[src/hdl/losb_pkg.sv]
// Package for the line-of-sight box test: widths, codes and shared types.
// No dependencies.
package losb_pkg;

   localparam int MaxBoxesDefault  = 64;
   localparam int CoordBitsDefault = 24;
   localparam int IndexBits        = 6;
   localparam int CountBits        = 7;
   localparam int ThinBits         = 23;
   localparam int CsrIndexBits     = 1;
   localparam logic [ThinBits-1:0] ThinReset = 23'd38;

   localparam logic [CsrIndexBits-1:0] CSR_BOX_COUNT   = 1'b0;
   localparam logic [CsrIndexBits-1:0] CSR_THIN_HEIGHT = 1'b1;

   localparam logic ACT_LOAD  = 1'b0;
   localparam logic ACT_QUERY = 1'b1;

   typedef enum logic [2:0] {
      BK_IDLE,
      BK_READ,
      BK_AXIS,
      BK_MUL,
      BK_CMP,
      BK_FINAL,
      BK_DONE
   } bk_state_type;

endpackage

[src/hdl/losb_back.sv]
// Back part: walks stored boxes for one query with an exact slab test, skipping thin boxes.
// Depends on losb_pkg.
module losb_back
   import losb_pkg::*;
#(
   parameter int MaxBoxes  = MaxBoxesDefault,
   parameter int CoordBits = CoordBitsDefault
) (
   input  logic                        clock,
   input  logic                        reset,
   input  logic                        q_valid,
   output logic                        q_ready,
   input  logic [6*CoordBits-1:0]      q_data,
   input  logic [CountBits-1:0]        box_count,
   input  logic [ThinBits-1:0]         thin_height,
   output logic [$clog2(MaxBoxes)-1:0] rd_addr,
   input  logic [6*CoordBits-1:0]      rd_box,
   output logic                        busy,
   output logic                        rsp_valid,
   input  logic                        rsp_ready,
   output logic                        rsp_line_clear,
   output logic [IndexBits-1:0]        rsp_blocker_index
);
   localparam int AddrBits = $clog2(MaxBoxes);
   localparam int CntW = AddrBits + 1;
   localparam int DW = CoordBits + 2;
   localparam int PW = 2 * DW;

   bk_state_type state_ff, state_in;
   logic signed [CoordBits-1:0] o_ff [3], o_in [3];
   logic signed [DW-1:0] d_ff [3], d_in [3];
   logic [CntW-1:0] idx_ff, idx_in, lim_ff, lim_in;
   logic [1:0] ax_ff, ax_in;
   logic [1:0] ph_ff, ph_in;
   logic signed [DW-1:0] n0_ff, n0_in, d0_ff, d0_in, n1_ff, n1_in, d1_ff, d1_in;
   logic signed [DW-1:0] en_ff, en_in, ex_ff, ex_in, den_ff, den_in;
   logic [6*CoordBits-1:0] box_ff, box_in;
   logic signed [PW-1:0] pa_ff, pa_in, pb_ff, pb_in;
   logic clear_ff, clear_in;
   logic [IndexBits-1:0] blk_ff, blk_in;
   logic rsp_valid_ff, rsp_valid_in;

   logic signed [CoordBits-1:0] lo, hi, ok, bmin_y, bmax_y;
   logic signed [DW-1:0] dk, a, b, h;
   logic signed [DW-1:0] mul_a, mul_b, mul_c, mul_d;
   logic [CntW-1:0] cnt_ext;

   always_comb begin
      lo = box_ff[ax_ff*CoordBits +: CoordBits];
      hi = box_ff[(ax_ff+2'd3)*CoordBits +: CoordBits];
      ok = o_ff[ax_ff];
      dk = d_ff[ax_ff];
      bmin_y = box_ff[CoordBits +: CoordBits];
      bmax_y = box_ff[4*CoordBits +: CoordBits];
      h = DW'(bmax_y) - DW'(bmin_y);
      a = dk[DW-1] ? DW'(ok) - DW'(lo) : DW'(lo) - DW'(ok);
      b = dk[DW-1] ? DW'(ok) - DW'(hi) : DW'(hi) - DW'(ok);
      cnt_ext = (CntW > CountBits) ? CntW'(box_count)
                : ((box_count > CountBits'(MaxBoxes)) ? CntW'(MaxBoxes) : CntW'(box_count));
   end

   // Cross products for ratio compare: (an * bd) vs (bn * ad), ad and bd positive.
   always_comb begin
      mul_a = en_ff; mul_b = d0_ff; mul_c = n0_ff; mul_d = den_ff;
      unique case (ph_ff)
         2'd0: begin
            mul_a = en_ff; mul_b = d0_ff; mul_c = n0_ff; mul_d = den_ff;
         end
         2'd1: begin
            mul_a = ex_ff; mul_b = d1_ff; mul_c = n1_ff; mul_d = den_ff;
         end
         default: begin
            mul_a = n0_ff; mul_b = d1_ff; mul_c = n1_ff; mul_d = d0_ff;
         end
      endcase
   end

   always_comb begin
      state_in = state_ff;
      o_in = o_ff; d_in = d_ff;
      idx_in = idx_ff; lim_in = lim_ff; ax_in = ax_ff; ph_in = ph_ff;
      n0_in = n0_ff; d0_in = d0_ff; n1_in = n1_ff; d1_in = d1_ff;
      en_in = en_ff; ex_in = ex_ff; den_in = den_ff;
      box_in = box_ff;
      pa_in = PW'(mul_a) * PW'(mul_b);
      pb_in = PW'(mul_c) * PW'(mul_d);
      clear_in = clear_ff; blk_in = blk_ff;
      rsp_valid_in = rsp_valid_ff && !rsp_ready;
      q_ready = 1'b0;
      rd_addr = AddrBits'(idx_ff);
      unique case (state_ff)
         BK_IDLE: begin
            q_ready = !rsp_valid_ff;
            if (q_valid && !rsp_valid_ff) begin
               for (int k = 0; k < 3; k++) begin
                  o_in[k] = q_data[k*CoordBits +: CoordBits];
                  d_in[k] = DW'($signed(q_data[(k+3)*CoordBits +: CoordBits]))
                            - DW'($signed(q_data[k*CoordBits +: CoordBits]));
               end
               idx_in = '0;
               lim_in = cnt_ext;
               clear_in = 1'b1;
               blk_in = '0;
               state_in = BK_READ;
            end
         end
         BK_READ: begin
            if ((d_ff[0] == '0 && d_ff[1] == '0 && d_ff[2] == '0) || idx_ff >= lim_ff) begin
               state_in = BK_DONE;
            end else begin
               state_in = BK_AXIS;
               ax_in = 2'd0;
               n0_in = '0; d0_in = DW'(1); n1_in = DW'(1); d1_in = DW'(1);
               ph_in = 2'd3;
            end
         end
         BK_AXIS: begin
            if (ax_ff == 2'd0 && ph_ff == 2'd3) begin
               box_in = rd_box;
               ph_in = 2'd0;
            end else if (ax_ff == 2'd0 && ph_ff == 2'd0 && h < $signed(DW'(thin_height))) begin
               idx_in = idx_ff + 1'b1;
               state_in = BK_READ;
            end else if (ax_ff == 2'd3) begin
               ph_in = 2'd2;
               state_in = BK_MUL;
            end else if (dk == '0) begin
               if (ok < lo || ok > hi) begin
                  idx_in = idx_ff + 1'b1;
                  state_in = BK_READ;
               end else begin
                  ax_in = ax_ff + 1'b1;
               end
            end else begin
               den_in = dk[DW-1] ? -dk : dk;
               en_in = (a < b) ? a : b;
               ex_in = (a < b) ? b : a;
               ph_in = 2'd0;
               state_in = BK_MUL;
            end
         end
         BK_MUL: begin
            state_in = BK_CMP;
         end
         BK_CMP: begin
            unique case (ph_ff)
               2'd0: begin
                  if (pa_ff > pb_ff) begin
                     n0_in = en_ff; d0_in = den_ff;
                  end
                  ph_in = 2'd1;
                  state_in = BK_MUL;
               end
               2'd1: begin
                  if (pa_ff < pb_ff) begin
                     n1_in = ex_ff; d1_in = den_ff;
                  end
                  ax_in = ax_ff + 1'b1;
                  state_in = BK_AXIS;
               end
               default: begin
                  state_in = BK_FINAL;
               end
            endcase
         end
         BK_FINAL: begin
            if (pa_ff <= pb_ff) begin
               clear_in = 1'b0;
               blk_in = IndexBits'(idx_ff);
               state_in = BK_DONE;
            end else begin
               idx_in = idx_ff + 1'b1;
               state_in = BK_READ;
            end
         end
         BK_DONE: begin
            rsp_valid_in = 1'b1;
            state_in = BK_IDLE;
         end
         default: state_in = BK_IDLE;
      endcase
   end

   always_ff @(posedge clock) begin
      o_ff <= o_in; d_ff <= d_in;
      lim_ff <= lim_in; ax_ff <= ax_in; ph_ff <= ph_in;
      n0_ff <= n0_in; d0_ff <= d0_in; n1_ff <= n1_in; d1_ff <= d1_in;
      en_ff <= en_in; ex_ff <= ex_in; den_ff <= den_in;
      box_ff <= box_in;
      pa_ff <= pa_in; pb_ff <= pb_in;
      clear_ff <= clear_in; blk_ff <= blk_in;
      idx_ff <= idx_in;
   end

   always_ff @(posedge clock) begin
      if (reset) begin
         state_ff <= BK_IDLE;
         rsp_valid_ff <= 1'b0;
      end else begin
         state_ff <= state_in;
         rsp_valid_ff <= rsp_valid_in;
      end
   end

   assign busy = (state_ff != BK_IDLE);
   assign rsp_valid = rsp_valid_ff;
   assign rsp_line_clear = clear_ff;
   assign rsp_blocker_index = blk_ff;

   assert property (@(posedge clock) disable iff (reset)
      (rsp_valid && rsp_line_clear) |-> rsp_blocker_index == '0)
      else $error("clear result with nonzero blocker");
   assert property (@(posedge clock) disable iff (reset)
      (rsp_valid && !rsp_ready) |=> rsp_valid)
      else $error("result dropped while stalled");
   assert property (@(posedge clock) disable iff (reset)
      (state_ff != BK_IDLE) |-> !q_ready)
      else $error("query taken while busy");
endmodule

[config.mk]
export PLATFORM = sky130hd
export DESIGN_NAME = losb_back
export DESIGN_NICKNAME = d
export VERILOG_FILES = /design/src/hdl/losb_pkg.sv /design/src/hdl/losb_back.sv
export SDC_FILE = /design/constraint.sdc
export NUM_CORES = 2
export LEC_CHECK = 0
export BUFFER_PORTS_ARGS = -buffer_cell sky130_fd_sc_hd__buf_2
export CELL_PAD_IN_SITES_DETAIL_PLACEMENT = 0
export CELL_PAD_IN_SITES_GLOBAL_PLACEMENT = 1
export CORE_UTILIZATION = 40
export CTS_CLUSTER_DIAMETER = 40
export DETAILED_ROUTE_END_ITERATION = 12
export PLACE_DENSITY_LB_ADDON = 0.1
export RECOVER_POWER = 50
export SLEW_MARGIN = 15
export SYNTH_ARGS = -nofsm -noshare
export SYNTH_HDL_FRONTEND = slang
export SYNTH_SLANG_ARGS = --single-unit
[constraint.sdc]
create_clock -name clock -period 15.9 [get_ports clock]
set_input_delay 2.385 -clock clock [delete_from_list [all_inputs] [get_ports clock]]
set_output_delay 2.385 -clock clock [all_outputs]
set_load 0.01 [all_outputs]
# After elaboration in Yosys (flattened, before gate mapping)
# Cells that the tools add are included.
totals:
  wordCells: 190
  reg_bits: 609
classes:
  n_addsub: 12
  bitwise: 5
  multipliers: 4
  reduce_logical: 34
  n_eq_ne: 28
  shift: 2
  n_mux: 70
  n_lt_le_gt_ge: 10
op_table:
  columns: ["op", "n"]
  rows:
  - ["26-bit 2-to-1 mux", 19]
  - ["26-bit case mux with 2 select lines", 5]
  - ["24-bit by 24-bit subtractor with 25-bit output", 8]
  - ["144-bit by 8-bit variable part select with 24-bit output", 1]
  - ["144-bit by 9-bit variable part select with 24-bit output", 1]
  - ["26-bit logical NOT", 4]
  - ["26-bit by 26-bit multiplier with 52-bit output", 2]
  - ["26-bit binary-select mux with 2-bit select", 1]
  - ["52-bit greater-than comparator", 1]
  - ["52-bit less-or-equal comparator", 1]
  - ["52-bit less-than comparator", 1]
  - ["7-bit 2-to-1 mux", 7]
  - ["24-bit binary-select mux with 2-bit select", 1]
  - ["24-bit 2-to-1 mux", 2]
  - ["26-bit less-than comparator", 1]
  - ["2-bit 2-to-1 mux", 13]
  - ["2-bit inequality test (second input constant)", 13]
  - ["26-bit negator", 1]
  - ["25-bit by 24-bit less-than comparator with 1-bit output", 1]
  - ["25-bit 2-to-1 mux", 1]
  - ["24-bit greater-than comparator", 1]
  - ["24-bit less-than comparator", 1]
  - ["3-bit 2-to-1 mux", 8]
  - ["7-bit case mux with 3 select lines", 1]
  - ["39 further kinds", 70]

# Longest topological paths before layout
logic_depth:
  ltp_word: 12
  depth_mapped: 35

# Worst setup path after synthesis
# No wires, ideal clock.
synth_timing:
  kind: "input -> register"
  start: "input thin_height[14]"
  end: "register den_ff[0] (enable)"
  path_slack_ns: 3.487
  stages: 11
  required_ns: 15.175
  t_arrival_ns: 11.689
  n_path_buf: 0
  cell_sequence: "inv_1 -> ha_1 -> nand4_1 -> nor3_1 -> o211ai_1 -> a21oi_1 -> a2111o_1 -> o211ai_1 -> a21oi_1 -> o211ai_1 -> nor4b_1"
synth_between:
  elab_chain_len: 4
synth_lines:
  columns: ["item", "line", "source"]
  rows:
  - ["start, declared", "losb_back.sv:15", "input logic [ThinBits-1:0] thin_height,"]
  - ["25-bit by 24-bit less-than comparator with 1-bit output", "losb_back.sv:121", "end else if (ax_ff == 2'd0 && ph_ff == 2'd0 && h < $signed(DW'(thin_height))) begin"]
  - ["1-bit logical AND", "losb_back.sv:121", null]
  - ["1-bit NOT (no line)", null, null]
  - ["5-bit AND reduction (no line)", null, null]
  - ["end signal, assigned", "losb_back.sv:188", "en_ff <= en_in; ex_ff <= ex_in; den_ff <= den_in;"]
  - ["end, declared", "losb_back.sv:36", "logic signed [DW-1:0] en_ff, en_in, ex_ff, ex_in, den_ff, den_in;"]
# No other way between the ends.
# A chain may end at the register's enable or synchronous reset.

# Final worst setup path
layout_timing:
  start: "register ph_ff[1]"
  end: "register pa_ff[44]"
layout_between:
  elab_chain_len: 3
  elab_cells_between_ends: 5
layout_lines:
  columns: ["item", "line", "source"]
  rows:
  - ["start, declared", "losb_back.sv:34", "logic [1:0] ph_ff, ph_in;"]
  - ["start signal, assigned", "losb_back.sv:186", "lim_ff <= lim_in; ax_ff <= ax_in; ph_ff <= ph_in;"]
  - ["2-bit by 1-bit equality test with 1-bit output or 2-bit logical NOT (tied branches)", "losb_back.sv:65", "unique case (ph_ff)"]
  - ["26-bit case mux with 2 select lines or 26-bit 2-to-1 mux (tied branches)", "losb_back.sv:65", null]
  - ["26-bit by 26-bit multiplier with 52-bit output (*)", "losb_back.sv:85", "pa_in = PW'(mul_a) * PW'(mul_b);"]
  - ["named net pa_in[44]", "losb_back.sv:38", "logic signed [PW-1:0] pa_ff, pa_in, pb_ff, pb_in;"]
  - ["end signal, assigned", "losb_back.sv:190", "pa_ff <= pa_in; pb_ff <= pb_in;"]
  - ["end, declared", "losb_back.sv:38", null]
# The timed path passes the listed nets; every way through them passes the cells marked *.

==> impl_results.md <==
- Cell with the largest stage delay on the worst path: sky130_fd_sc_hd__clkbuf_1
- Clock insertion delay at the later pin of the skew report: 0.78 ns
- Count of port buffers added during placement: 337
- Min-Delay Path Class: reg2reg
- Tot GR Track Use: 0.280
- Ports: 338
- Kind of capture point of the worst setup path: flip-flop
- Core box area: 203000 um^2
- Async S/R FF share, synth: 0
- Cell accounting for the most synthesized area: sky130_fd_sc_hd__fa_1
- Root Driver: sky130_fd_sc_hd__clkbuf_16
- Cell count after synthesis: 8358
- Outcome: finished with violations
- DRC viols: 0
- Fin util: 0.448
- Vias in the first global route: 64371
- RSZ-0062 raised after global routing: no
- Number of sinks driven by the clock tree: 602
- Final cell area excluding filler cells: 90900 um^2
- Number of failing setup endpoints in the final timing report: 0
- Number of distinct library cells after synthesis: 93
- CTS HTree Levels: 3
- Post-synth top flop: sky130_fd_sc_hd__edfxtp_1
- Number of gates resized after CTS: 0
- Synth Register Bits: 602
- Delay of the slowest cell on the worst path: 1.90 ns
- Relative area change from synthesis to final layout: 11.1%
- Tightest Pin Transition: 3.47 ns
- Type of origin of the critical path: flip-flop
- First-iteration detailed-routing DRC count: 4263
- Die Y: 454 um
- Hold buffer count at cts: 0
- Maximum clock frequency: 79.8 MHz
- Die area: 206000 um^2
- Setup clock skew after layout: 0.0826 ns
- Average cell area after synthesis: 9.79 um^2
- Detailed-route wire length: 285000 um
- Vias after detailed routing: 60229
- Dominant cells by area after synthesis: sky130_fd_sc_hd__fa_1 (34%), sky130_fd_sc_hd__edfxtp_1 (18%), sky130_fd_sc_hd__ha_1 (9.1%), sky130_fd_sc_hd__inv_1 (7.7%), sky130_fd_sc_hd__nand2_1 (4.1%)
- Via count normalized by instance count: 5.28
- Max-slew headroom: -1.31
- Row count: 165
- Number of nets in the layout: 10942
- Worst endpoint required time: 16.57 ns
- Violations in the final reports: max-capacitance violations, max-slew violations
- Critical Setup Path Class: reg2reg
- Clock tree from TritonCTS: done
- Clock input transition at the sequential cells of the worst setup and hold paths: 0.06 ns
- Number of clock buffers inserted by TritonCTS: 118
- Starting density of the core: 0.403
- Cell family contributing the most delay on the critical path: adder cells
- Antenna violations before repair: 13
- Global route overflow: 0
- Number of flops mapped to enable cells by yosys: 494
- Most numerous cell in the Yosys netlist: sky130_fd_sc_hd__inv_1
- Half-perimeter wire length after detailed placement: 227000 um
- Pins over their slew limit: 343
- Total negative slack for setup checks: 0 ns
- Post-route fraction of the period consumed by the critical path: 0.788
- Global-route wire length before repair: 420000 um
- Arrival time of the worst setup path: 13.20 ns
- Shortest period the worst path allows: 12.53 ns
- Cell types with the highest counts after synthesis: sky130_fd_sc_hd__inv_1 (1678), sky130_fd_sc_hd__fa_1 (1394), sky130_fd_sc_hd__nand2_1 (898), sky130_fd_sc_hd__nor2_1 (778), sky130_fd_sc_hd__ha_1 (596)
- Proportion of netlist area held by the largest area contributor: 0.341
- Synthesized net count: 10670
- Maximum number of pins on one net before global-route repair: 102
- Final number of hold-violating endpoints: 0
- Width of the die: 454 um
- Number of warning messages in the yosys log: 0
- Worst hold slack: 0.560 ns
- Sequential cell area fraction in the yosys report: 0.208
- Share of post-route cells with drive strength above 1: 0.0884
- Final GP Congestion: 0.923
- Post-synthesis instance area: 81800 um^2
- Crit path max fanout: 52
- Area after detailed placement: 86800 um^2
- Average detailed-routed wire length per instance: 25.0 um
- Top cell by count, worst path: sky130_fd_sc_hd__fa_1
- Antenna violation net count after detailed routing: 0
- Number of buffers and inverters on the critical path: 7
- Initial DRT Pass Iterations: 7
- Number of buffers on the longest clock path: 3
- Number of setup buffers added after CTS: 0
- Number of maximum-capacitance constraint violations: 7
==> kinds of logic after synthesis <==
group,count (synthesis),synth area share
XOR/XNOR,249,0.0267
buffers and inverters,1999,0.0927
AND/OR/NAND/NOR,2168,0.114
adder cells (fa/ha/maj),1990,0.432
AO/OA/AOI/OAI,1022,0.0806
multiplexers,327,0.0454
other,1,0.0000458
flip-flops,602,0.208
==> per-stage QoR <==
stage               std cells  setup WS (ns)
floorplan                8358           3.49
detailed placement      11182           5.11
global placement        11182           5.22
global route            11407           2.89
finish                  11408           3.37
CTS                     11405           5.07
==> registers in the layout (all words and copies together), names as in the netlist <==
name and flops:
pa_ff 52, ph_ff 2, d1_ff 26, n0_ff 25, pb_ff 52, idx_ff 7
d0_ff 26, rsp_valid 1, o_ff 72, rsp_blocker_index 6, n1_ff 25, ex_ff 25
ax_ff 2, den_ff 26, box_ff 144, d_ff 75, lim_ff 7, state_ff 3
rsp_line_clear 1, en_ff 25
==> worst reg2reg max path: stages, from the launching register on <==
cell	delay (ns)
sky130_fd_sc_hd__edfxtp_1	0.39
sky130_fd_sc_hd__nor2_1	0.27
sky130_fd_sc_hd__clkbuf_1	1.90
sky130_fd_sc_hd__buf_4	1.01
sky130_fd_sc_hd__mux2_2	0.80
sky130_fd_sc_hd__nand2_1	0.21
sky130_fd_sc_hd__inv_1	0.18
sky130_fd_sc_hd__fa_1	0.57
sky130_fd_sc_hd__fa_1	0.51
sky130_fd_sc_hd__fa_1	1.08
sky130_fd_sc_hd__inv_1	0.41
sky130_fd_sc_hd__fa_1	0.58
sky130_fd_sc_hd__inv_1	0.05
sky130_fd_sc_hd__fa_1	0.54
sky130_fd_sc_hd__inv_1	0.05
sky130_fd_sc_hd__fa_1	0.47
sky130_fd_sc_hd__inv_1	0.04
sky130_fd_sc_hd__ha_1	0.39
sky130_fd_sc_hd__a21o_1	0.22
sky130_fd_sc_hd__a21o_1	0.17
sky130_fd_sc_hd__a21o_1	0.19
sky130_fd_sc_hd__nand3b_1	0.31
sky130_fd_sc_hd__nor4_1	1.02
sky130_fd_sc_hd__o21ai_0	0.35
sky130_fd_sc_hd__a31oi_1	0.33
sky130_fd_sc_hd__o21bai_1	0.09
sky130_fd_sc_hd__a21oi_1	0.17
sky130_fd_sc_hd__xnor2_1	0.13
==> area by class of cell <==
type	instances	area [um^2]
flip-flops and latches	602	17000
multi-input cells	5757	57400
diodes	3	7.51
repair buffers	471	2550
inverters	1680	6310
clock inverters	96	1250
fillers	19688	112000
well taps	2672	3340
clock buffers	127	3030
==> per-layer routing <==
layer | global-route usage | wire length, um | up-vias
met5 | 0 | 55 | -
met4 | 0.100 | 11400 | 8
met3 | 0.0340 | 15700 | 454
met2 | 0.482 | 140000 | 1994
met1 | 0.362 | 118000 | 30787
li1 | - | - | 26986
==> cells in the final DEF, fill, tap and decap left out, drive strengths merged, types with 57 or more instances in the layout <==
| master | count |
|---|---|
| nand2 | 898 |
| mux2 | 105 |
| fa | 1394 |
| ha | 596 |
| o21ai | 196 |
| edfxtp | 494 |
| mux2i | 197 |
| nor2 | 779 |
| buf | 361 |
| nor2b | 57 |
| nor3 | 65 |
| inv | 1715 |
| dfxtp | 108 |
| xor2 | 85 |
| xnor2 | 164 |
| a21oi | 307 |
| clkbuf | 237 |
| a21o | 165 |
| o21a | 64 |
| and2 | 105 |
==> path summary, 6_finish.rpt <==
kind	startpoint	end	slack [ns]	cells after the start
hold reg to reg	en_ff[16]	n0_ff[16]	0.56	1
setup reg to reg	ph_ff[1]	pa_ff[44]	3.37	27
setup / recovery	ph_ff[1]	pa_ff[44]	3.37	27
hold / removal	en_ff[16]	n0_ff[16]	0.56	1
Power is left out: the tool's default activity adds up to more than one toggle a clock period on the data nets, which glitch-free logic cannot reach.
